===== config.mk =====
export PLATFORM = sky130hd
export DESIGN_NAME = b2y_chroma
export DESIGN_NICKNAME = d
export VERILOG_FILES = /design/src/hw/rtl/assert_macros.svh /design/src/hw/rtl/b2y_pkg.sv /design/src/hw/rtl/b2y_chroma.sv
export SDC_FILE = /design/constraint.sdc
export NUM_CORES = 1
export LEC_CHECK = 0
export CORE_MARGIN = 2
export CORE_UTILIZATION = 35
export CTS_CLUSTER_DIAMETER = 30
export DETAILED_ROUTE_END_ITERATION = 8
export DONT_BUFFER_PORTS = 1
export SLEW_MARGIN = 15
export SYNTH_ARGS = -nofsm -noshare
export SYNTH_HDL_FRONTEND = slang
export SYNTH_SLANG_ARGS = --single-unit
export TNS_END_PERCENT = 1

===== constraint.sdc =====
create_clock -name clock -period 5.7 [get_ports clock]
set_input_delay 0.57 -clock clock [delete_from_list [all_inputs] [get_ports clock]]
set_output_delay 0.57 -clock clock [all_outputs]
set_load 0.1 [all_outputs]

===== src/hw/rtl/assert_macros.svh =====
// Assertion helper macros for the BGRA to YUV 4:2:0 converter.
// Included by the top level; no other dependencies.
`ifndef ASSERT_MACROS_SVH
`define ASSERT_MACROS_SVH

// Check a condition on every clock edge outside reset.
`define B2Y_ASSERT_ALWAYS(lbl, clk, rst, cond) \
   lbl: assert property (@(posedge clk) disable iff (rst) (cond)) \
      else $error("b2y assertion failed");

// Check that a condition leads to another one on the next edge.
`define B2Y_ASSERT_NEXT(lbl, clk, rst, ante, cons) \
   lbl: assert property (@(posedge clk) disable iff (rst) (ante) |=> (cons)) \
      else $error("b2y assertion failed");

`endif


===== src/hw/rtl/b2y_pkg.sv =====
// Shared types and constants of the BGRA to YUV 4:2:0 converter.
// No dependencies; imported by every module of the block.
package b2y_pkg;

   localparam int PIX_W     = 8;
   localparam int SUM_W     = 9;
   localparam int QUAD_W    = 10;
   localparam int CFG_W     = 12;
   localparam int ROW_W     = 11;
   localparam int CSR_IDX_W = 1;
   localparam int HEIGHT_LIMIT = 2048;

   localparam logic [CFG_W-1:0] FRAME_WIDTH_RST  = 12'd640;
   localparam logic [CFG_W-1:0] FRAME_HEIGHT_RST = 12'd480;

   // Q16 coefficients with the studio-range scale folded in
   localparam logic [15:0] Y_R  = 16'd12840;
   localparam logic [15:0] Y_G  = 16'd35452;
   localparam logic [15:0] Y_B  = 16'd4361;
   localparam logic [15:0] CB_R = 16'd10408;
   localparam logic [15:0] CB_G = 16'd20432;
   localparam logic [15:0] CB_B = 16'd30840;
   localparam logic [15:0] CR_R = 16'd30840;
   localparam logic [15:0] CR_G = 16'd25825;
   localparam logic [15:0] CR_B = 16'd5015;

   typedef enum logic [CSR_IDX_W-1:0] {
      CSR_FRAME_WIDTH  = 1'b0,
      CSR_FRAME_HEIGHT = 1'b1
   } b2y_csr_type;

   // Blue sits in the low bits, as in the line store layout
   typedef struct packed {
      logic [SUM_W-1:0] red;
      logic [SUM_W-1:0] green;
      logic [SUM_W-1:0] blue;
   } b2y_pair_type;

   typedef struct packed {
      logic [PIX_W-1:0] red;
      logic [PIX_W-1:0] green;
      logic [PIX_W-1:0] blue;
   } b2y_pixel_type;

   typedef struct packed {
      logic valid;
      logic chroma;
      logic last;
   } b2y_tag_type;

endpackage


===== src/hw/rtl/b2y_chroma.sv =====
// Chroma datapath: 2x2 component sums, registered products, then the
// signed sums with offset and clamp (unregistered output). Uses b2y_pkg.
module b2y_chroma (
   input  logic                      clock,
   input  logic                      enable,
   input  b2y_pkg::b2y_pair_type     pair_now,
   input  b2y_pkg::b2y_pair_type     pair_above,
   output logic [b2y_pkg::PIX_W-1:0] cb,
   output logic [b2y_pkg::PIX_W-1:0] cr
);
   import b2y_pkg::*;

   logic [QUAD_W-1:0] sum_b_ff, sum_g_ff, sum_r_ff;
   logic [24:0] cb_b_ff, cb_g_ff, cb_r_ff;
   logic [24:0] cr_b_ff, cr_g_ff, cr_r_ff;
   logic signed [27:0] cb_acc, cr_acc;

   function automatic logic [PIX_W-1:0] clamp_byte(input logic signed [27:0] acc);
      logic [9:0] v;
      v = acc[27:18];
      if (acc[27]) begin
         return '0;
      end else if (v > 10'd255) begin
         return 8'd255;
      end else begin
         return v[PIX_W-1:0];
      end
   endfunction

   always_comb begin
      cb_acc = $signed({3'b000, cb_b_ff}) - $signed({3'b000, cb_r_ff})
             - $signed({3'b000, cb_g_ff}) + $signed(28'(128 << 18));
      cr_acc = $signed({3'b000, cr_r_ff}) - $signed({3'b000, cr_g_ff})
             - $signed({3'b000, cr_b_ff}) + $signed(28'(128 << 18));
      cb = clamp_byte(cb_acc);
      cr = clamp_byte(cr_acc);
   end

   always_ff @(posedge clock) begin
      if (enable) begin
         sum_b_ff <= QUAD_W'(pair_now.blue)  + QUAD_W'(pair_above.blue);
         sum_g_ff <= QUAD_W'(pair_now.green) + QUAD_W'(pair_above.green);
         sum_r_ff <= QUAD_W'(pair_now.red)   + QUAD_W'(pair_above.red);
         cb_b_ff  <= 25'(CB_B) * 25'(sum_b_ff);
         cb_g_ff  <= 25'(CB_G) * 25'(sum_g_ff);
         cb_r_ff  <= 25'(CB_R) * 25'(sum_r_ff);
         cr_b_ff  <= 25'(CR_B) * 25'(sum_b_ff);
         cr_g_ff  <= 25'(CR_G) * 25'(sum_g_ff);
         cr_r_ff  <= 25'(CR_R) * 25'(sum_r_ff);
      end
   end

endmodule

# Yosys cells after proc, flatten, opt, wreduce, memory -nomap -nowiden
# Index checks and enable logic that the tools add are counted.
# totals
ff_bits	164
latch_bits	0
ram_bits	0
rom_bits	0
inputBits	56
output_inout_bits	16
wordCells	30
mem_count	0
# op_classes
add_sub_neg	9
n_mul	6
n_div	0
n_lt_le_gt_ge	2
n_eq_ne	0
shift	0
mux	4
bitwise	0
reduce_logical	0
# op_table
op	count
$add 27x27->28 const B	2
$mul 12x10->22 const A	2
$mul 11x10->21 const A	2
$mux 8	4
$add 9x9->10	3
$sub 26x24->27	1
$sub 26x26->27	1
$sub 25x24->26	1
$sub 25x25->26	1
$mul 15x10->25 const A	1
$mul 13x10->23 const A	1
$gt 10x8->1 const B	2

# Longest topological paths before layout
# Gate-level depths: netlist of run 1.
# logic_depth
ltp_word	6
ltp_mapped	22
mapped_depth_nobuf	22

# Least setup slack after synthesis of run 1
# OpenSTA, ideal clock, no wires.
# synth_timing
kind	flip-flop to output port
from	register cb_r_ff[4]
to	output port cb[6] (netlist name)
arrival_ps	6235
t_required_ps	5130
slack_ps	-1105
path_stages_with_launch	21
n_path_buf	0
cell_sequence	edfxtp_1 -> inv_1 -> ha_1 -> nor2b_1 -> o21ai_0 -> a21boi_0 -> o41ai_1 -> a21oi_1 -> a31oi_1 -> o21ai_0 -> a21oi_1 -> xnor2_1 -> ha_1 -> ha_1 -> nand3_1 -> o311ai_0 -> o211ai_1 -> a41oi_1 -> o21ai_0 -> nand2_1 -> a21boi_0
# synth_between
elab_chain_cells	6
# synth_lines
element	line	rtl
start: declaration	b2y_chroma.sv:14	logic [24:0] cb_b_ff, cb_g_ff, cb_r_ff;
start signal: assignment	b2y_chroma.sv:46	cb_r_ff <= 25'(CB_R) * 25'(sum_r_ff);
$sub 25x24->26 *	b2y_chroma.sv:31	cb_acc = $signed({3'b000, cb_b_ff}) - $signed({3'b000, cb_r_ff})
$sub 26x26->27 *	b2y_chroma.sv:32	- $signed({3'b000, cb_g_ff}) + $signed(28'(128 << 18));
$add 27x27->28 *	b2y_chroma.sv:32	
$gt 10x8->1	b2y_chroma.sv:23	end else if (v > 10'd255) begin
$mux 8	b2y_chroma.sv:23	
$mux 8 *	b2y_chroma.sv:21	if (acc[27]) begin
end: declaration	b2y_chroma.sv:8	output logic [b2y_pkg::PIX_W-1:0] cb,
# Every way passes the cells marked *; elsewhere a longest branch is shown, timed or not.

# Worst setup path in the final report of run 1
# layout_timing
from	register cr_r_ff[3]
to	output port cr[5] (netlist name)
# layout_between
elab_chain_cells	6
# layout_lines
element	line	rtl
start: declaration	b2y_chroma.sv:15	logic [24:0] cr_b_ff, cr_g_ff, cr_r_ff;
start signal: assignment	b2y_chroma.sv:49	cr_r_ff <= 25'(CR_R) * 25'(sum_r_ff);
$sub 25x25->26 *	b2y_chroma.sv:33	cr_acc = $signed({3'b000, cr_r_ff}) - $signed({3'b000, cr_g_ff})
$sub 26x24->27 *	b2y_chroma.sv:34	- $signed({3'b000, cr_b_ff}) + $signed(28'(128 << 18));
$add 27x27->28 *	b2y_chroma.sv:34	
$gt 10x8->1	b2y_chroma.sv:23	
$mux 8	b2y_chroma.sv:23	
$mux 8 *	b2y_chroma.sv:21	
end: declaration	b2y_chroma.sv:9	output logic [b2y_pkg::PIX_W-1:0] cr
# Marked as above.

==> results.tsv, run 1 <==
metric	value	unit
Yosys top cell area share	30.2	%
yosys warns	0	
Core Area	63200	µm²
initial antenna violation count	0	
Worst Hold Slack	0.209	ns
TritonCTS buffer count	17	
Slew HR	41.8	%
Die Span X	257	µm
Hold Crit Depth	0	
Hold Crit Endpoint	sum_b_ff[8]	
Die ar.	66200	µm²
Final Cell Area	24900	µm²
Final nets	3054	
largest net degree at the start of global routing	159	
Fmax	0.167	GHz
Area Overhead vs Synth	11.1	%
Worst-Margin Slew	0.874	ns
Worst Clk Skew	0.0179	ns
Yosys cell types	71	
Root Driver	clkbuf_16	
Slew Limit Fails	0	
outcome	complete, but fails checks	
All-Layer GR Usage	15.3	%
hold path startpoint	enable	
Fin. Hold Viols	0	
row count	92	
CTS Buffer Depth	2	
syn_area_per_cell	10.0	µm²
gr ovfl total	0	
CTS tree	yes	
Post-DP Area	24000	µm²
Syn Nets	2990	
Die H	257	µm
Worst Setup Slack, final	-0.283	ns
mapped cell area	22400	µm²
final WL	48900	µm
ys async rst share	0	%
RSZ-0062 raised after global routing	true	
max cap viols	0	
ys flop type	edfxtp_1	
Via density	4.97	
HPWL after DPL	40800	µm
fin crit period	5.98	ns
CTS clk-pin slew, worst paths	0.07	ns
Crit-path slowest cell	or4b_4	
Post-Synthesis Cells	2238	
startpoint types	register	
Critical Path RT	5.13	ns
router iterations before antenna repair	5	
cells along the critical path	ha_4, buf_4, or4b_4, a21oi_4, o221ai_4, o211ai_2, buf_4, xor2_1, ha_1, ha_1, a211oi_2, o21ai_2, a221oi_4, o221ai_2, o211a_1, a311o_1, a21oi_2, xnor2_2, buf_6, o21a_1, buf_12	
failing checks	negative setup slack	
maximum fanout along the worst path	7	
FF-to-FF setup slack	0.28	ns
Worst R2R End	cb_b_ff[24]	
1st-iter DRT viols	586	
leading area contributor after synthesis	ha_1	
input/output buffers	0	
via count	15700	
Commonest cells post-synth	541 x ha_1, 417 x inv_1, 158 x edfxtp_1, 155 x fa_1, 129 x a21oi_1	
# diodes	0	
CTS HTree Levels	4	
CP Capture Type	output pin	
WL/cell	15.5	µm
proportion of layout cells with a drive suffix above 1	6.83	%
first-pass GRT wire length	81200	µm
register area share after synthesis	21.1	%
remaining antenna violation count	0	
fillers	6096	
most used standard cell by instance count after synthesis	ha_1	
top post-synthesis cells by area	ha_1 30%, edfxtp_1 21%, fa_1 14%, inv_1 7.0%, xnor2_1 5.0%	
setup violators final	15	
Boundary Pins	72	
top cell family by delay on the critical path	compound AO/OA/AOI/OAI gates	
worst r2r path cells	18	
Initial Util	35.5	%
vias in the first global route	16500	
DRC errors left	0	
number of synthesized flops with an enable pin	158	
routability cong.	0.882	
crit path kind	register to output pin	
fin crit share	105	%
Buffers & Inverters on Critical Path	4	
CP max stage delay	0.47	ns
Clock Latency Late Sink	0.49	ns
R2R Path Start	sum_b_ff[7]	
Hold-fix buffers, CTS	0	
Worst Hold Class	primary input to register	
CTS sink count	158	
synthesized flop and latch total	158	
CP arrival	5.41	ns
metal layers:
metal	up-vias	wire length [µm]	track usage, %
met5	-	0	0
met4	0	1270	5.25
met3	74	1160	2.17
met2	188	24200	26.7
met1	7538	22300	19.3
li1	7899	-	-
cell usage in the layout (no fill, tap or decap), types with 13 or more instances in the layout:
| cell | n |
|---|---|
| nand2_1 | 56 |
| a21oi_1 | 126 |
| nor3_1 | 43 |
| o21a_1 | 29 |
| xnor2_1 | 127 |
| buf_4 | 35 |
| buf_12 | 16 |
| and3_1 | 14 |
| clkbuf_16 | 17 |
| nor2b_1 | 25 |
| xor2_1 | 43 |
| nand3_1 | 30 |
| a31oi_1 | 13 |
| nor2_1 | 115 |
| o21bai_1 | 29 |
| edfxtp_1 | 158 |
| ha_1 | 534 |
| inv_1 | 417 |
| a21o_1 | 61 |
| o21ai_0 | 51 |
| fa_1 | 153 |
worst max path at each step:
stage / from / end / cells past startpoint
finish: cr_r_ff[3] / cr[5] / 21
CTS: cr_r_ff[3] / cr[5] / 22
global route: cr_r_ff[3] / cr[0] / 21
detailed placement: cr_r_ff[3] / cr[5] / 21
floorplan: cr_r_ff[3] / cr[0] / 21
global placement: cr_r_ff[3] / cr[6] / 21
timing repair:
action,4_1_cts,5_1_grt
endpoints found under the setup margin,16,20
buffers inserted,7,6
gates cloned,0,0
resized for setup,20,36
pin swaps,32,30
registers in the layout, indices dropped and copies added, names as in the netlist:
| signal | count |
|---|---|
| cb_b_ff | 19 |
| cb_g_ff | 19 |
| cb_r_ff | 20 |
| cr_b_ff | 23 |
| cr_g_ff | 25 |
| cr_r_ff | 22 |
| sum_b_ff | 10 |
| sum_g_ff | 10 |
| sum_r_ff | 10 |
cell families (layout without fill, tap and decap cells):
group / after synthesis / count (layout) / synth area share [%]
multiplexers: 5 / 5 / 0.223
buffers and inverters: 425 / 502 / 7.11
XOR/XNOR: 172 / 172 / 6.78
adder cells (fa/ha/maj): 696 / 696 / 44.0
AO/OA/AOI/OAI: 415 / 415 / 12.7
AND/OR/NAND/NOR: 367 / 367 / 8.10
flip-flops: 158 / 158 / 21.1
worst register-to-register path, cell delays in order, from the launching register on:
cell	delay [ns]
edfxtp_1	0.42
fa_1	0.60
inv_1	0.12
fa_1	0.46
fa_1	0.50
inv_1	0.05
fa_1	0.50
inv_1	0.06
fa_1	0.50
inv_1	0.04
ha_1	0.35
and2_1	0.18
o21a_1	0.16
a31oi_1	0.20
a21oi_1	0.12
and4_1	0.24
a2111oi_4	0.36
a21oi_1	0.13
xnor2_1	0.16
cell type report:
class                   count  area, µm²  share of cell area [%]
clock buffers              18        429                    1.72
well taps                 846       1060                    4.25
repair buffers             53        606                    2.43
flip-flops and latches    158       4740                    19.0
clock inverters            14        153                   0.612
multi-input cells        1655      16400                    65.7
inverters                 417       1570                    6.28
metrics by stage:
| stage | setup slack, ns | cells | util, % | TNS (ns) |
|---|---|---|---|---|
| 6_report | -0.283 | 3161 | 39.4 | -3.15 |
| 5_1_grt | -0.539 | 3161 | 39.4 | -7.71 |
| 3_3_place_gp | -0.0221 | 3116 | 37.9 | -0.137 |
| 4_1_cts | -0.293 | 3155 | 39.1 | -4.08 |
| 3_5_place_dp | -0.107 | 3116 | 37.9 | -1.06 |
| 2_1_floorplan | -0.200 | 2238 | - | -1.40 |
Power of run 1 is left out: the tool's default activity adds up to more than one toggle a clock period on the data nets, which glitch-free logic cannot reach.
==> run 2: changes to the inputs <==
Settings changed: ABC_AREA set to 1.
==> run 2 against run 1 <==
Compared with the run above: final area is 9.6% higher; clock skew is 0.0052 ns lower; the flow now finishes without violations; critical path type unchanged; routed wire length is 29% higher; die area is 13% higher; synthesized cell count is 42% higher; first-iteration DRC count is 120% higher.
==> results.tsv, run 2 <==
metric	value	unit	change
non-filler instance count after layout	4181		+32%
CTS HTree Levels	4		unchanged
Syn Nets	3936		+32%
most used standard cell by instance count after synthesis	inv_1		
Final nets	3970		+30%
1st-iter DRT viols	1275		+120%
remaining antenna violation count	0		unchanged
top post-synthesis cells by area	ha_1 27%, edfxtp_1 19%, fa_1 12%, inv_1 9.8%, nand2_1 9.7%		
largest net degree at the start of global routing	159		unchanged
max cap viols	0		unchanged
Boundary Pins	72		unchanged
Worst-Margin Slew	0.986	ns	+0.112 ns
most common cell after layout, fill and taps aside	inv_1		
crit path kind	register to output pin		
Yosys cell types	48		-32%
Initial Util	35.4	%	-0.081 points
HPWL after DPL	55100	µm	+35%
synthesized flop and latch total	158		unchanged
CTS clk-pin slew, worst paths	0.07	ns	about the same
final WL	63300	µm	+29%
cells along the critical path	inv_1, ha_1, fa_1, inv_1, nand2_1, nand3_2, a21oi_1, o21ai_1, nand2_1, nand3_1, nand2_1, ha_1, ha_1, nand2_1, nor2_1, nand2_1, nor2_1, nand2_1, nand3_1, nor2_1, nor2_4, a21oi_2, buf_4		
Fin. Hold Viols	0		unchanged
setup violators final	0		-15
ys flop type	edfxtp_1		
Via density	4.79		-3.5%
CP Capture Type	output pin		
via count	20000		+28%
Final Cell Area	27300	µm²	+9.6%
router iterations before antenna repair	6		+1
Core Area	71600	µm²	+13%
Die Span X	273	µm	+6.2%
Yosys top cell area share	26.7	%	-3.5 points
Fmax	0.192	GHz	+15%
DRC errors left	0		unchanged
proportion of layout cells with a drive suffix above 1	3.34	%	-3.5 points
Slew Limit Fails	0		unchanged
most used cell, CP	nand2_1		
mapped cell area	25400	µm²	+13%
ys async rst share	0	%	unchanged
DP Cell Count	4149		+33%
area of the multi-input gates	18100	µm²	+11%
startpoint types	register		
maximum fanout along the worst path	8		+1
CTS tree	yes		
most frequent cells in the layout	665 x inv_1, 657 x nand2_1, 541 x ha_1, 212 x nor2_1, 197 x a21oi_1		
Reg area	4740	µm²	unchanged
Crit-path slowest cell	edfxtp_1		
Final TNS setup	0	ns	+3.15 ns
fin crit share	91.3	%	-14 points
leading area contributor after synthesis	ha_1		
CP arrival	4.63	ns	-0.78 ns
vias in the first global route	19900		+21%
outcome	finished clean		
fin crit period	5.20	ns	-0.781 ns
RSZ-0062 raised after global routing	false		
CP max stage delay	0.48	ns	about the same
Slew HR	34.3	%	-7.5 points
WL/cell	15.1	µm	-2.1%
most flop-heavy register	cr_g_ff		
routability cong.	0.933		+5.7%
Root Driver	clkbuf_16		
largest registers	cr_g_ff x25, cr_b_ff x23, cr_r_ff x22		
first-pass GRT wire length	103000	µm	+27%
Worst Clk Skew	0.0127	ns	-0.00516 ns
pre-CTS setup slack	0.730	ns	+0.837 ns
Critical Path RT	5.13	ns	about the same
gr ovfl total	0		unchanged
number of synthesized flops with an enable pin	158		unchanged
row count	98		+6.5%
syn_area_per_cell	7.97	µm²	-21%
Die ar.	74700	µm²	+13%
fillers	7452		+22%
Post-DP Area	26700	µm²	+11%
Die H	273	µm	+6.2%
TritonCTS buffer count	17		unchanged
Area Overhead vs Synth	7.65	%	
Worst Hold Class	primary input to register		
initial antenna violation count	0		unchanged
All-Layer GR Usage	17.5	%	+2.2 points
yosys warns	0		unchanged
CTS Buffer Depth	2		unchanged
Largest register FFs	25		unchanged
CTS sink count	158		unchanged
# diodes	0		unchanged
Post-Synthesis Cells	3184		+42%
Commonest cells post-synth	665 x inv_1, 657 x nand2_1, 541 x ha_1, 214 x nor2_1, 206 x a21oi_1		
Worst Setup Slack, final	0.498	ns	+0.781 ns
input/output buffers	0		unchanged
register area share after synthesis	18.7	%	-2.4 points
Clock Latency Late Sink	0.48	ns	about the same
run 2: worst paths after layout:
| check | start | to | slack (ns) | cells past startpoint |
|---|---|---|---|---|
| max | cr_b_ff[0] | cb[7] | 0.50 | 23 |
| min | enable | sum_r_ff[5] | 0.23 | 0 |
| max reg2reg | sum_g_ff[7] | cr_g_ff[24] | 0.67 | 15 |
| min reg2reg | sum_g_ff[1] | cr_g_ff[1] | 0.79 | 0 |
run 2: cells by family (layout without fill, tap and decap cells):
group / after synthesis / in the layout / share of synthesized area, %
buffers and inverters: 673 / 720 / 9.99
flip-flops: 158 / 158 / 18.7
AND/OR/NAND/NOR: 1113 / 1113 / 18.2
adder cells (fa/ha/maj): 696 / 696 / 38.9
XOR/XNOR: 161 / 161 / 5.56
AO/OA/AOI/OAI: 383 / 383 / 8.61
run 2: per-layer routing:
layer	track usage [%]	routed length (µm)	vias to the layer above
met5	0	0	-
met4	4.30	900	0
met3	2.04	2170	48
met2	29.0	28900	319
met1	24.2	31300	9256
li1	-	-	10400
run 2: timing repair:
item	in CTS	in global routing
gates resized for setup	0	1
hold endpoints to repair	0	0
endpoints found under the setup margin	0	8
setup buffers	0	0
hold buffers	0	0
run 2: critical path, delay by kind of cell (launching register included):
family / cells / cell delay [ns]
AO/OA/AOI/OAI: 3 / 0.40
flip-flops: 1 / 0.48
adder cells (fa/ha/maj): 4 / 1.36
AND/OR/NAND/NOR: 13 / 1.47
buffers and inverters: 3 / 0.39
run 2: layout make-up:
cell class              instances  share of cell area [%]
repair buffers                 18                   0.495
well taps                     950                    4.35
clock inverters                15                   0.641
multi-input cells            2353                    66.4
flip-flops and latches        158                    17.4
clock buffers                  17                    1.56
inverters                     670                    9.21
run 2: stage by stage:
stage               util (%)  hold slack [ns]
global placement        37.3            0.713
detailed placement      37.3            0.714
global route            38.2            0.194
CTS                     38.1            0.176
floorplan                  -            0.629
finish                  38.2            0.228
Power of run 2 is left out for the same reason.
