$ cat config.mk
export PLATFORM = sky130hd
export DESIGN_NAME = b2y_luma
export DESIGN_NICKNAME = d
export VERILOG_FILES = /design/src/hw/rtl/assert_macros.svh /design/src/hw/rtl/b2y_pkg.sv /design/src/hw/rtl/b2y_luma.sv
export SDC_FILE = /design/constraint.sdc
export NUM_CORES = 1
export LEC_CHECK = 0
export BUFFER_PORTS_ARGS = -buffer_cell sky130_fd_sc_hd__buf_2
export CORE_ASPECT_RATIO = 0.5
export CORE_UTILIZATION = 50
export CTS_CLUSTER_SIZE = 25
export DETAILED_ROUTE_END_ITERATION = 6
export PLACE_DENSITY = 0.67
export SLEW_MARGIN = 30
export SYNTH_ARGS = -nofsm -noshare
export SYNTH_HDL_FRONTEND = slang
export SYNTH_SLANG_ARGS = --single-unit
$ cat constraint.sdc
create_clock -name clock -period 6.22 [get_ports clock]
set_input_delay 0.311 -clock clock [delete_from_list [all_inputs] [get_ports clock]]
set_output_delay 0.311 -clock clock [all_outputs]
set_load 0.01 [all_outputs]
$ cat src/hw/rtl/assert_macros.svh
// Assertion helper macros for the BGRA to YUV 4:2:0 converter.
// Included by the top level; no other dependencies.
`ifndef ASSERT_MACROS_SVH
`define ASSERT_MACROS_SVH

// Check a condition on every clock edge outside reset.
`define B2Y_ASSERT_ALWAYS(lbl, clk, rst, cond) \
   lbl: assert property (@(posedge clk) disable iff (rst) (cond)) \
      else $error("b2y assertion failed");

// Check that a condition leads to another one on the next edge.
`define B2Y_ASSERT_NEXT(lbl, clk, rst, ante, cons) \
   lbl: assert property (@(posedge clk) disable iff (rst) (ante) |=> (cons)) \
      else $error("b2y assertion failed");

`endif

$ cat src/hw/rtl/b2y_pkg.sv
// Shared types and constants of the BGRA to YUV 4:2:0 converter.
// No dependencies; imported by every module of the block.
package b2y_pkg;

   localparam int PIX_W     = 8;
   localparam int SUM_W     = 9;
   localparam int QUAD_W    = 10;
   localparam int CFG_W     = 12;
   localparam int ROW_W     = 11;
   localparam int CSR_IDX_W = 1;
   localparam int HEIGHT_LIMIT = 2048;

   localparam logic [CFG_W-1:0] FRAME_WIDTH_RST  = 12'd640;
   localparam logic [CFG_W-1:0] FRAME_HEIGHT_RST = 12'd480;

   // Q16 coefficients with the studio-range scale folded in
   localparam logic [15:0] Y_R  = 16'd12840;
   localparam logic [15:0] Y_G  = 16'd35452;
   localparam logic [15:0] Y_B  = 16'd4361;
   localparam logic [15:0] CB_R = 16'd10408;
   localparam logic [15:0] CB_G = 16'd20432;
   localparam logic [15:0] CB_B = 16'd30840;
   localparam logic [15:0] CR_R = 16'd30840;
   localparam logic [15:0] CR_G = 16'd25825;
   localparam logic [15:0] CR_B = 16'd5015;

   typedef enum logic [CSR_IDX_W-1:0] {
      CSR_FRAME_WIDTH  = 1'b0,
      CSR_FRAME_HEIGHT = 1'b1
   } b2y_csr_type;

   // Blue sits in the low bits, as in the line store layout
   typedef struct packed {
      logic [SUM_W-1:0] red;
      logic [SUM_W-1:0] green;
      logic [SUM_W-1:0] blue;
   } b2y_pair_type;

   typedef struct packed {
      logic [PIX_W-1:0] red;
      logic [PIX_W-1:0] green;
      logic [PIX_W-1:0] blue;
   } b2y_pixel_type;

   typedef struct packed {
      logic valid;
      logic chroma;
      logic last;
   } b2y_tag_type;

endpackage

$ cat src/hw/rtl/b2y_luma.sv
// Two-stage luma datapath: registered products, then sum, offset, saturate.
// Uses b2y_pkg for the Q16 coefficients.
module b2y_luma (
   input  logic                   clock,
   input  logic                   enable,
   input  b2y_pkg::b2y_pixel_type pixel,
   output logic [b2y_pkg::PIX_W-1:0] luma
);
   import b2y_pkg::*;

   logic [23:0]      prod_r_ff, prod_g_ff, prod_b_ff;
   logic [24:0]      sum;
   logic [PIX_W-1:0] luma_in, luma_ff;

   always_comb begin
      sum = 25'(prod_r_ff) + 25'(prod_g_ff) + 25'(prod_b_ff) + 25'(1 << 20);
      luma_in = (sum[24:16] > 9'd255) ? 8'd255 : sum[23:16];
   end

   always_ff @(posedge clock) begin
      if (enable) begin
         prod_r_ff <= 24'(Y_R) * 24'(pixel.red);
         prod_g_ff <= 24'(Y_G) * 24'(pixel.green);
         prod_b_ff <= 24'(Y_B) * 24'(pixel.blue);
         luma_ff   <= luma_in;
      end
   end

   assign luma = luma_ff;

endmodule

Yosys cells after proc, flatten, opt, wreduce, memory -nomap -nowiden
Cells that the tools add are included.

$mul: 3. Add/subtract/negate cells: 3. Order comparisons: 1.

Operator list (count): $add 22x24->25 (1); $add 25x21->25 (1); $add 25x21->25 const B (1); $mul 14x8->22 const A (1); $mul 13x8->21 const A (1); $mul 11x8->19 const A (1); $gt 9x8->1 const B (1).

Register bits after elaboration: 70. Output and inout port bits: 8. Word-level logic and storage cells: 11.

Longest topological paths before layout
Gate-level depths: netlist (run 1).

Depth in word-level cells: 4. Depth in mapped cells: 16. Mapped depth without buffers: 16.

Worst setup path after synthesis (run 1)
OpenSTA, ideal clock, no wires.

Path type: input port to flip-flop. Start: in pixel[13] (netlist name). End: reg prod_g_ff[22] (data pin). Arrival: 4.192 ns. Stages on the path: 16. Data required time: 5.957 ns. Setup slack: 1.765 ns. Path through: inv_1 -> fa_1 -> inv_1 -> fa_1 -> inv_1 -> fa_1 -> fa_1 -> inv_1 -> ha_1 -> o21a_1 -> o21ai_1 -> o31ai_4 -> a41oi_2 -> a21oi_2 -> mux2i_1 -> a2111o_1.

Longest elaborated chain between the ends: 1.

RTL lines: from (decl) (line b2y_luma.sv:6) `input b2y_pkg::b2y_pixel_type pixel,`; $mul 14x8->22 (line b2y_luma.sv:23) `prod_g_ff <= 24'(Y_G) * 24'(pixel.green);`; to (signal assigned) (line b2y_luma.sv:23); to (decl) (line b2y_luma.sv:11) `logic [23:0] prod_r_ff, prod_g_ff, prod_b_ff;`.

No other way between the ends. A chain may end at the register's enable or synchronous reset.

Worst setup path in the final report (run 1)
Start: in pixel[13] (netlist name). End: reg prod_g_ff[23] (data pin).

The elaborated chain is that of the path after synthesis.

==> out/summary.txt, run 1 <==
Yosys cell types: 52
Initial DRT Pass Iterations: 5
Global route total overflow: 0
Clk pin slew, worst setup/hold paths: 60 ps
Ports: 34
Die Wd: 175.9 um
Power Dens Cells: 440.3 nW/um2
Cell count after synthesis: 716
Slew Limit Headroom: 43.72%
Post-synth top area cell: ha_1
Post-Syn Area: 7562 um2
Initial Util: 51.72%
Average wire per standard cell: 14.06 um
Die Y: 88.96 um
Final Cycle Share: 74.63%
EDFF count, synth: 68
Hold Fails Final Rpt: 0
Register area share after synthesis: 27.00%
Synthesis Warnings: 0
Area contributors post-synth: ha_1 (28%), edfxtp_1 (27%), fa_1 (14%)
Metal-1 WL: 7462 um
WP data arrival: 4700 ps
Final setup violation count: 0
Max-slew violations: 0
Largest net degree at the start of global routing: 69
Filler cells: 1287
Peak VDD IR: 254.7 uV
Leak: 4.290 nW
Total Routing Usage GR: 18.97%
DPL Wire Length: 11250 um
Worst Path Required: 6280 ps
Status: completed
Clk_skew: 4.042 ps
Full die area: 15650 um2
Post-Syn Nets: 967
Unrepaired setup endpoints after global routing: false
Post-synth ARST share: 0%
Worst-Margin Slew: 844.2 ps
Post-CTS setup buffers: 0
Kind of critical path: input port to flip-flop
Met2 routed WL: 5600 um
Core ar.: 14620 um2
Global-route wire length before repair: 23180 um
H-tree Lvls: 3
Layout cell share with drive strength beyond 1: 7.441%
Final ANT Viol Nets: 0
Mapped Avg Cell Area: 10.56 um2
CP Capture Type: flip-flop
Power Internal: 2.104 mW
Synthesized flop and latch total: 68
Cts repair resizes: 0
Ant diodes: 0
Gpl congestion: 0.8590
CTS tree: done
CTS buffer count: 9
I/O Buffers: 33
Syn-to-layout area delta: 9.762%
CTS Sinks: 68
Vias: 4946
Root buf cell: clkbuf_16
Register area: 2042 um2
Worst Hold Class: input port to flip-flop
Residual DRC count: 0
F_max: 215.4 MHz
Switching power: 1.551 mW
Met3 wire length: 352 um
Power share of the clock group: 14.8%
Setup_tns: 0 ps
CP startpoint kind: input port
Flop pwr share: 22.1%
MaxCap Viol Count: 0
Share of Yosys cell area claimed by the top area cell type: 28.46%
Cell Rows: 31
Multi-input combinational cell area: 4882 um2
Comb pwr share: 63.1%
Crit Path Max Fanout: 6
Worst-Skew Late Latency: 330 ps
Uppermost layer routed: met4
Fin nets: 1012
Top FF cell, synth: edfxtp_1
Post-Route WL: 13550 um
Via count of the first global-routing pass: 4841
CTS max path bufs: 2
Starting DRC count in detailed routing: 196
Switching Fraction: 42.43%
Initial antenna violation count: 0
Power Total: 3.655 mW
Fin crit period: 4642 ps
CTS Hold Bufs: 0
Drt via density: 5.131
flip-flops by register name, indices dropped and copies added, names as in the netlist:
| signal | cells |
|---|---|
| luma | 8 |
| prod_b_ff | 19 |
| prod_g_ff | 22 |
| prod_r_ff | 19 |
critical path: stages:
cell	delay (ps)
buf_2	150
inv_1	100
fa_1	600
inv_1	90
fa_1	490
inv_1	60
fa_1	510
fa_1	560
inv_1	40
ha_1	330
o21a_1	120
o21ai_1	310
a31oi_1	130
o21ai_0	230
nand4bb_1	170
a41oi_1	320
o21ai_0	170
final timing paths:
check | startpoint | endpoint | slack (ps) | depth (start not counted)
setup / recovery | pixel[13] | prod_g_ff[23] | 1580 | 17
hold / removal | pixel[2] | prod_b_ff[2] | 230 | 1
setup reg to reg | prod_g_ff[6] | luma[7] | 2710 | 12
hold reg to reg | prod_g_ff[23] | luma[7] | 940 | 3
synth_stat cells, types with 2 or more instances:
master	count
o31ai_1	2
nand2_1	29
o21a_1	5
edfxtp_1	68
a211oi_1	5
xnor2_1	30
and4_1	3
a21oi_1	27
a31oi_1	10
o21ai_1	2
a211o_1	3
nand3_1	6
a21o_1	16
a21oi_2	2
or3_1	2
and2_1	2
o21bai_1	9
xor2_1	13
nor2_1	15
o41ai_1	2
nor3_1	6
nand4_1	5
inv_1	170
nand2b_1	3
o21ai_0	25
nor2b_1	6
and3_1	2
fa_1	53
ha_1	172
routing by layer:
metal,up-vias,track usage [%]
li1,2535,-
met1,2338,27.91
met2,60,29.36
met3,13,3.061
met4,0,4.664
met5,-,0
final cells by class:
cell class	instances	share of cell area, %
clock inverters	6	1.070
clock buffers	10	2.759
inverters	170	7.688
multi-input cells	478	58.82
well taps	198	2.985
flip-flops and latches	68	24.60
repair buffers	34	2.080
placed cells by master, fill, tap and decap left out, types with 3 or more instances in the layout:
cell type  instances
a211o_1            3
a211oi_1           5
a21o_1            16
a21oi_1           27
a31oi_1           10
and4_1             3
buf_2             33
clkbuf_16          9
edfxtp_1          68
fa_1              53
ha_1             172
inv_1            170
nand2_1           29
nand2b_1           3
nand3_1            6
nand4_1            5
nor2_1            15
nor2b_1            6
nor3_1             6
o21a_1             5
o21ai_0           25
o21bai_1           9
xnor2_1           30
xor2_1            13
cell families after synthesis:
group | synth area share [%]
multiplexers | 0.1324
XOR/XNOR | 4.980
buffers and inverters | 8.438
adder cells (fa/ha/maj) | 42.49
AND/OR/NAND/NOR | 5.609
flip-flops | 27.00
AO/OA/AOI/OAI | 11.35
power groups by stage:
stage | combinational [mW] | clock, mW | sequential, mW
after global placement | 2.25 | 0 | 0.816
after global routing | 2.68 | 0.570 | 0.823
after floorplan | 1.80 | 0 | 0.801
after detailed placement | 2.30 | 0 | 0.815
after CTS | 2.33 | 0.551 | 0.808
final | 2.31 | 0.542 | 0.807
per-stage QoR:
step	worst slack [ps]	util, %	instances	hold slack [ps]	cell area, um2
after detailed placement	1239	54.59	948	576.4	7983
after CTS	1587	56.76	964	227.0	8300
after floorplan	1765	-	716	409.9	7562
after global routing	1260	56.76	964	237.9	8300
final	1578	56.76	964	233.7	8300
after global placement	1430	54.59	948	575.7	7983
(Power assumes the default switching activity.)
==> run 2, diff against run 1 <==
Settings changed: ABC_AREA from default to 1, PLACE_DENSITY 0.67 to 0.69.
Clock period 6.22 ns to 4.1 ns, I/O delays scaled along.
==> run 2 against run 1 <==
  * Critical endpoint is now prod_g_ff[22]
  * Flip-flop and latch count is the same
  * Cell area up 9.4%
  * First-iteration DRC count grew 59%
  * Synthesized cell count is 30% higher
  * Critical path type unchanged
  * Die area up 9.1%
==> out/summary.txt, run 2 <==
Synthesized flop and latch total: 68 (unchanged)
Die Wd: 183.8 um (was 175.9 um)
Register area share after synthesis: 24.70% (was 27.00%)
Die Y: 92.92 um (was 88.96 um)
Fin crit period: 3699 ps
Clk_skew: 4.911 ps (was 4.042 ps)
Global route total overflow: 0 (unchanged)
Top cells by count, synth: inv_1 (205), ha_1 (172), nand2_1 (150) (was ha_1 (172), inv_1 (170), edfxtp_1 (68))
Kind of critical path: input port to flip-flop (unchanged)
Crit-path max cell delay: 530 ps (was 600 ps)
CP startpoint kind: input port (unchanged)
Status: completed (unchanged)
Power Dens Cells: 737.3 nW/um2 (was 440.3 nW/um2)
Gpl congestion: 0.9791 (was 0.8590)
Final Cycle Share: 90.21%
CTS buffer count: 9 (unchanged)
Layout cell share with drive strength beyond 1: 9.146% (was 7.441%)
Most frequent cells in the layout: inv_1 (205), ha_1 (172), nand2_1 (150), edfxtp_1 (68), a21oi_1 (56) (was ha_1 (172), inv_1 (170), edfxtp_1 (68), fa_1 (53), buf_2 (33))
Leak: 4.804 nW (was 4.290 nW)
Top FF cell, synth: edfxtp_1 (unchanged)
Peak VDD IR: 319.5 uV (was 254.7 uV)
Via count of the first global-routing pass: 6070 (was 4841)
Worst-Margin Slew: 681.6 ps (was 844.2 ps)
Final ANT Viol Nets: 0 (unchanged)
Hold_ws: 121.9 ps (was 233.7 ps)
Initial DRT Pass Iterations: 6 (was 5)
F_max: 270.4 MHz
MaxCap Viol Count: 0 (unchanged)
CP Capture Type: flip-flop (unchanged)
Post-Syn Area: 8265 um2 (was 7562 um2)
Post-CTS setup buffers: 0 (unchanged)
Final setup violation count: 0 (unchanged)
Clk pin slew, worst setup/hold paths: 60 ps (about the same)
Hold Crit Depth: 1 (unchanged)
Slowest-stage cell, CP: fa_1 (unchanged)
Vias: 6244 (was 4946)
Max-slew violations: 0 (unchanged)
CTS Sinks: 68 (unchanged)
Total Routing Usage GR: 22.04% (was 18.97%)
Post-Syn Nets: 1179 (was 967)
Area contributors post-synth: ha_1 (26%), edfxtp_1 (25%), fa_1 (13%) (was ha_1 (28%), edfxtp_1 (27%), fa_1 (14%))
Commonest non-fill, non-tap cell in the layout: inv_1 (was ha_1)
Final instance area: 9084 um2 (was 8300 um2)
Hold Fails Final Rpt: 0 (unchanged)
Placed Area: 8760 um2 (was 7983 um2)
Setup WS post-layout: 401.4 ps (was 1578 ps)
Mapped Avg Cell Area: 8.907 um2 (was 10.56 um2)
WP data arrival: 3810 ps (was 4700 ps)
EDFF count, synth: 68 (unchanged)
Pre-CTS WS: 19.77 ps (was 1239 ps)
Synthesis Warnings: 0 (unchanged)
Residual DRC count: 0 (unchanged)
Drt via density: 5.182 (was 5.131)
Final Util: 57.58% (was 56.76%)
Registers with the most flip-flops: prod_g_ff: 22 flops, prod_b_ff: 19 flops, prod_r_ff: 19 flops (unchanged)
Post-synth ARST share: 0% (unchanged)
Share of Yosys cell area claimed by the top area cell type: 26.04% (was 28.46%)
Fin nets: 1230 (was 1012)
CTS max path bufs: 2 (unchanged)
Largest register FFs: 22 (unchanged)
Ports: 34 (unchanged)
Reg2reg path depth: 11 (was 12)
Syn-to-layout area delta: 9.900% (was 9.762%)
Starting DRC count in detailed routing: 312 (was 196)
Full die area: 17080 um2 (was 15650 um2)
DPL Wire Length: 15170 um (was 11250 um)
Slew Limit Headroom: 54.56% (was 43.72%)
Core ar.: 15780 um2 (was 14620 um2)
CP cell instances: buf_2, inv_1, fa_1, inv_1, fa_1, fa_1, inv_1, fa_1, inv_1, ha_1, buf_4, nand2_1, nor2_1, nand3b_1, nand2_1, nand3_1, nand3_1, nand2_1 (was buf_2, inv_1, fa_1, inv_1, fa_1, inv_1, fa_1, fa_1, inv_1, ha_1, o21a_1, o21ai_1, a31oi_1, o21ai_0, nand4bb_1, a41oi_1, o21ai_0)
Cts repair resizes: 0 (unchanged)
Worst Path Required: 4210 ps (was 6280 ps)
Worst-Skew Late Latency: 340 ps (was 330 ps)
I/O Buffers: 33 (unchanged)
Largest net degree at the start of global routing: 31 (was 69)
Global-route wire length before repair: 28860 um (was 23180 um)
Worst Hold Class: input port to flip-flop (unchanged)
CTS Hold Bufs: 0 (unchanged)
Yosys cell types: 37 (was 52)
Root buf cell: clkbuf_16 (unchanged)
Unrepaired setup endpoints after global routing: false (unchanged)
Ant diodes: 0 (unchanged)
H-tree Lvls: 3 (unchanged)
Cell count after synthesis: 928 (was 716)
Crit Path Max Fanout: 7 (was 6)
CTS tree: done (unchanged)
Average wire per standard cell: 14.59 um (was 14.06 um)
Most common cell in the synthesized netlist: inv_1 (was ha_1)
Post-synth top area cell: ha_1 (unchanged)
Post-Route WL: 17580 um (was 13550 um)
Cell Rows: 32 (was 31)
Setup_tns: 0 ps (unchanged)
Initial Util: 52.40% (was 51.72%)
Filler cells: 1452 (was 1287)
Initial antenna violation count: 0 (unchanged)
Largest Register: prod_g_ff (unchanged)
==> run 2: through the flow <==
stage                     total power [mW]  instances
after floorplan                      4.678        928
after global placement               5.716       1189
after detailed placement             5.815       1189
after CTS                            6.711       1205
after global routing                 7.366       1205
final                                6.697       1205
==> run 2: worst max-delay path: cells and delay by family <==
family / cells / cell delay, ps
buffers and inverters: 6 / 670
and+or+nand+nor: 7 / 710
adders and majority gates: 5 / 2200
==> run 2: cells by family after synthesis <==
kind of cell,synth area share [%]
AO/OA/AOI/OAI,8.250
XOR/XNOR,4.027
adder cells (fa/ha/maj),38.87
buffers and inverters,9.703
flip-flops,24.70
AND/OR/NAND/NOR,14.44
==> run 2: final cells by class <==
| class | count | area [um2] | area share, % |
|---|---|---|---|
| clock buffer | 9 | 225.2 | 2.479 |
| timing repair buffer | 40 | 217.7 | 2.397 |
| multi-input combinational | 647 | 5421 | 59.68 |
| clock inverter | 7 | 98.84 | 1.088 |
| tap | 221 | 276.5 | 3.044 |
| inverter | 213 | 802.0 | 8.829 |
| sequential | 68 | 2042 | 22.48 |
==> run 2: per-layer routing <==
metal | track usage, % | vias up | wire [um] | share of wire, %
met5 | 0 | - | 0 | 0
met4 | 5.208 | 0 | 148 | 0.84
met2 | 35.76 | 147 | 7875 | 45
li1 | - | 3136 | - | -
met3 | 4.247 | 12 | 996 | 5.7
met1 | 30.34 | 2949 | 8563 | 49
==> run 2: report_power, final <==
group          internal (mW)  switching [mW]  total [mW]
logic                   1.68            2.97        4.65
clock network          0.535           0.312       0.847
registers               1.12          0.0734        1.20
==> run 2: worst paths after layout <==
kind            startpoint            end  slack (ps)
max              pixel[14]  prod_g_ff[22]         400
min               pixel[2]   prod_b_ff[2]         120
max reg2reg  prod_g_ff[17]        luma[3]        1140
min reg2reg  prod_g_ff[23]        luma[6]        1000
==> run 3, diff against run 2 <==
Settings changed: CORE_MARGIN from default to 2, MAX_ROUTING_LAYER from default to met4.
==> run 3 against run 2 <==
  * Final cell count is 0.25% higher
  * First-iteration DRC count grew 38%
  * Non-clock buffer count shrank 3
  * Cell area decreased by 0.40%
  * Clock power is 6.8% lower
  * Clock skew about the same
  * Register-to-register slack improved by 20 ps
  * Power down 1.7%
  * Highest routed layer unchanged
==> out/summary.txt, run 3 (synthesis results as in run 2) <==
Initial antenna violation count: 0 (unchanged)
Final Cycle Share: 92.74% (was 90.21%)
Top Family by Delay on Critical Path: adder cells (unchanged)
Residual DRC count: 0 (unchanged)
Worst-Skew Late Latency: 340 ps (about the same)
Leak: 4.773 nW (was 4.804 nW)
Starting DRC count in detailed routing: 432 (was 312)
Drt via density: 5.051 (was 5.182)
Post-Route WL: 17370 um (was 17580 um)
CP Capture Type: flip-flop (unchanged)
Layout cell share with drive strength beyond 1: 8.869% (was 9.146%)
Buf+Inv Stages, Crit Path: 5 (was 6)
Cts repair resizes: 0 (unchanged)
Worst Hold Class: input port to flip-flop (unchanged)
Largest register FFs: 22 (unchanged)
Worst Path Required: 4200 ps (was 4210 ps)
Pre-CTS WS: -70.35 ps (was 19.77 ps)
Die Wd: 185.8 um (was 183.8 um)
Core ar.: 16270 um2 (was 15780 um2)
H-tree Lvls: 3 (unchanged)
Slowest-stage cell, CP: fa_1 (unchanged)
Kind of critical path: input port to flip-flop (unchanged)
Ports: 34 (unchanged)
Syn-to-layout area delta: 9.461% (was 9.900%)
CP startpoint kind: input port (unchanged)
Non-Filler Instances: 1208 (was 1205)
Root buf cell: clkbuf_16 (unchanged)
Largest net degree at the start of global routing: 46 (was 31)
Peak VDD IR: 362.2 uV (was 319.5 uV)
Worst-Margin Slew: 592.6 ps (was 681.6 ps)
Status: completed (unchanged)
Final Util: 55.61% (was 57.58%)
HP Start: pixel[2] (unchanged)
Worst r2r src: prod_g_ff[13] (was prod_g_ff[17])
Vias: 6102 (was 6244)
Post-CTS setup buffers: 0 (unchanged)
Total Routing Usage GR: 21.74% (was 22.04%)
Ant diodes: 0 (unchanged)
Via count of the first global-routing pass: 5872 (was 6070)
Clk pin slew, worst setup/hold paths: 60 ps (about the same)
Final ANT Viol Nets: 0 (unchanged)
Final setup violation count: 0 (unchanged)
Placed Cells: 1192 (was 1189)
Die Y: 94.92 um (was 92.92 um)
Fin nets: 1227 (was 1230)
CTS max path bufs: 2 (unchanged)
MaxCap Viol Count: 0 (unchanged)
CP startpoint: pixel[14] (unchanged)
Initial DRT Pass Iterations: 5 (was 6)
Gpl congestion: 0.9294 (was 0.9791)
Placed Area: 8747 um2 (was 8760 um2)
Commonest non-fill, non-tap cell in the layout: inv_1 (unchanged)
CTS Hold Bufs: 0 (unchanged)
Max-slew violations: 0 (unchanged)
Initial Util: 50.81% (was 52.40%)
Largest Register: prod_g_ff (unchanged)
Final instance area: 9047 um2 (was 9084 um2)
CTS tree: done (unchanged)
CTS Sinks: 68 (unchanged)
F_max: 263.0 MHz (was 270.4 MHz)
I/O Buffers: 33 (unchanged)
Full die area: 17640 um2 (was 17080 um2)
Registers with the most flip-flops: prod_g_ff: 22 flops, prod_b_ff: 19 flops, prod_r_ff: 19 flops (unchanged)
Hold Fails Final Rpt: 0 (unchanged)
Average wire per standard cell: 14.38 um (was 14.59 um)
DPL Wire Length: 14960 um (was 15170 um)
Setup WS post-layout: 297.8 ps (was 401.4 ps)
CTS buffer count: 9 (unchanged)
Unrepaired setup endpoints after global routing: false (unchanged)
Global route total overflow: 0 (unchanged)
Crit-path max cell delay: 530 ps (about the same)
Fin crit period: 3802 ps (was 3699 ps)
Most frequent cells in the layout: inv_1 (205), ha_1 (172), nand2_1 (150), edfxtp_1 (68), a21oi_1 (56) (unchanged)
Filler cells: 1496 (was 1452)
Power Dens Cells: 727.8 nW/um2 (was 737.3 nW/um2)
Crit Path Max Fanout: 7 (unchanged)
Clk_skew: 4.735 ps (was 4.911 ps)
CP cell instances: buf_2, inv_1, fa_1, inv_1, fa_1, fa_1, inv_1, fa_1, inv_1, ha_1, a21oi_1, o21ai_0, a21oi_1, nand2_1, nand3_1, nand2_1, nand2_1, nand2_1 (was buf_2, inv_1, fa_1, inv_1, fa_1, fa_1, inv_1, fa_1, inv_1, ha_1, buf_4, nand2_1, nor2_1, nand3b_1, nand2_1, nand3_1, nand3_1, nand2_1)
Global-route wire length before repair: 28390 um (was 28860 um)
WP data arrival: 3900 ps (was 3810 ps)
Slew Limit Headroom: 60.49% (was 54.56%)
Cell Rows: 33 (was 32)
## run 3: cell types whose count changed in the layout (fill, tap and decap cells not counted)
cell and change:
buf_4 -2, clkinv_4 -2, clkinvlp_4 +2, buf_2 -1, bufinv_16 -1, inv_6 +1
## run 3: through the flow
| step | setup TNS (ps) | hold WS (ps) | total power [mW] |
|---|---|---|---|
| 2_1_floorplan | 0 | 303.9 | 4.678 |
| 3_3_place_gp | 0 | 475.8 | 5.672 |
| 3_5_place_dp | -70.35 | 483.7 | 5.766 |
| 4_1_cts | 0 | 127.8 | 6.596 |
| 5_1_grt | 0 | 129.4 | 7.319 |
| 6_report | 0 | 132.3 | 6.584 |
## run 3: worst reg2reg max path, cell delays in order (launching register included)
cell and delay [ps]:
edfxtp_1 390, inv_1 70, fa_1 490, inv_1 40, ha_1 280, ha_1 330, a21oi_1 330, o21ai_1 140
nor2_1 120, nand2_1 130, a21oi_4 250, nand3_1 100
## run 3: path summary, 6_finish.rpt
path | endpoint | slack (ps) | cells past startpoint
min | prod_b_ff[2] | 130 | 1
max reg2reg | luma[3] | 1160 | 11
max | prod_g_ff[22] | 300 | 18
min reg2reg | luma[7] | 1000 | 4
## run 3: cell type report
class / count / area [um2] / share of cell area, %
clock buffer: 9 / 225.2 / 2.489
clock inverter: 7 / 75.07 / 0.8298
inverter: 213 / 802.0 / 8.865
multi-input combinational: 647 / 5421 / 59.92
sequential: 68 / 2042 / 22.57
tap: 227 / 284.0 / 3.139
timing repair buffer: 37 / 197.7 / 2.185
## run 3: routing by layer
metal | track usage, % | vias up | routed length, um
met5 | - | - | 0
met3 | 3.625 | 14 | 633
li1 | - | 3116 | -
met1 | 29.28 | 2859 | 8790
met2 | 34.45 | 113 | 7662
met4 | 5.315 | 0 | 282
## run 3: power breakdown
part | switching, mW | internal (mW)
registers | 0.0771 | 1.12
clock network | 0.315 | 0.474
logic | 2.94 | 1.66
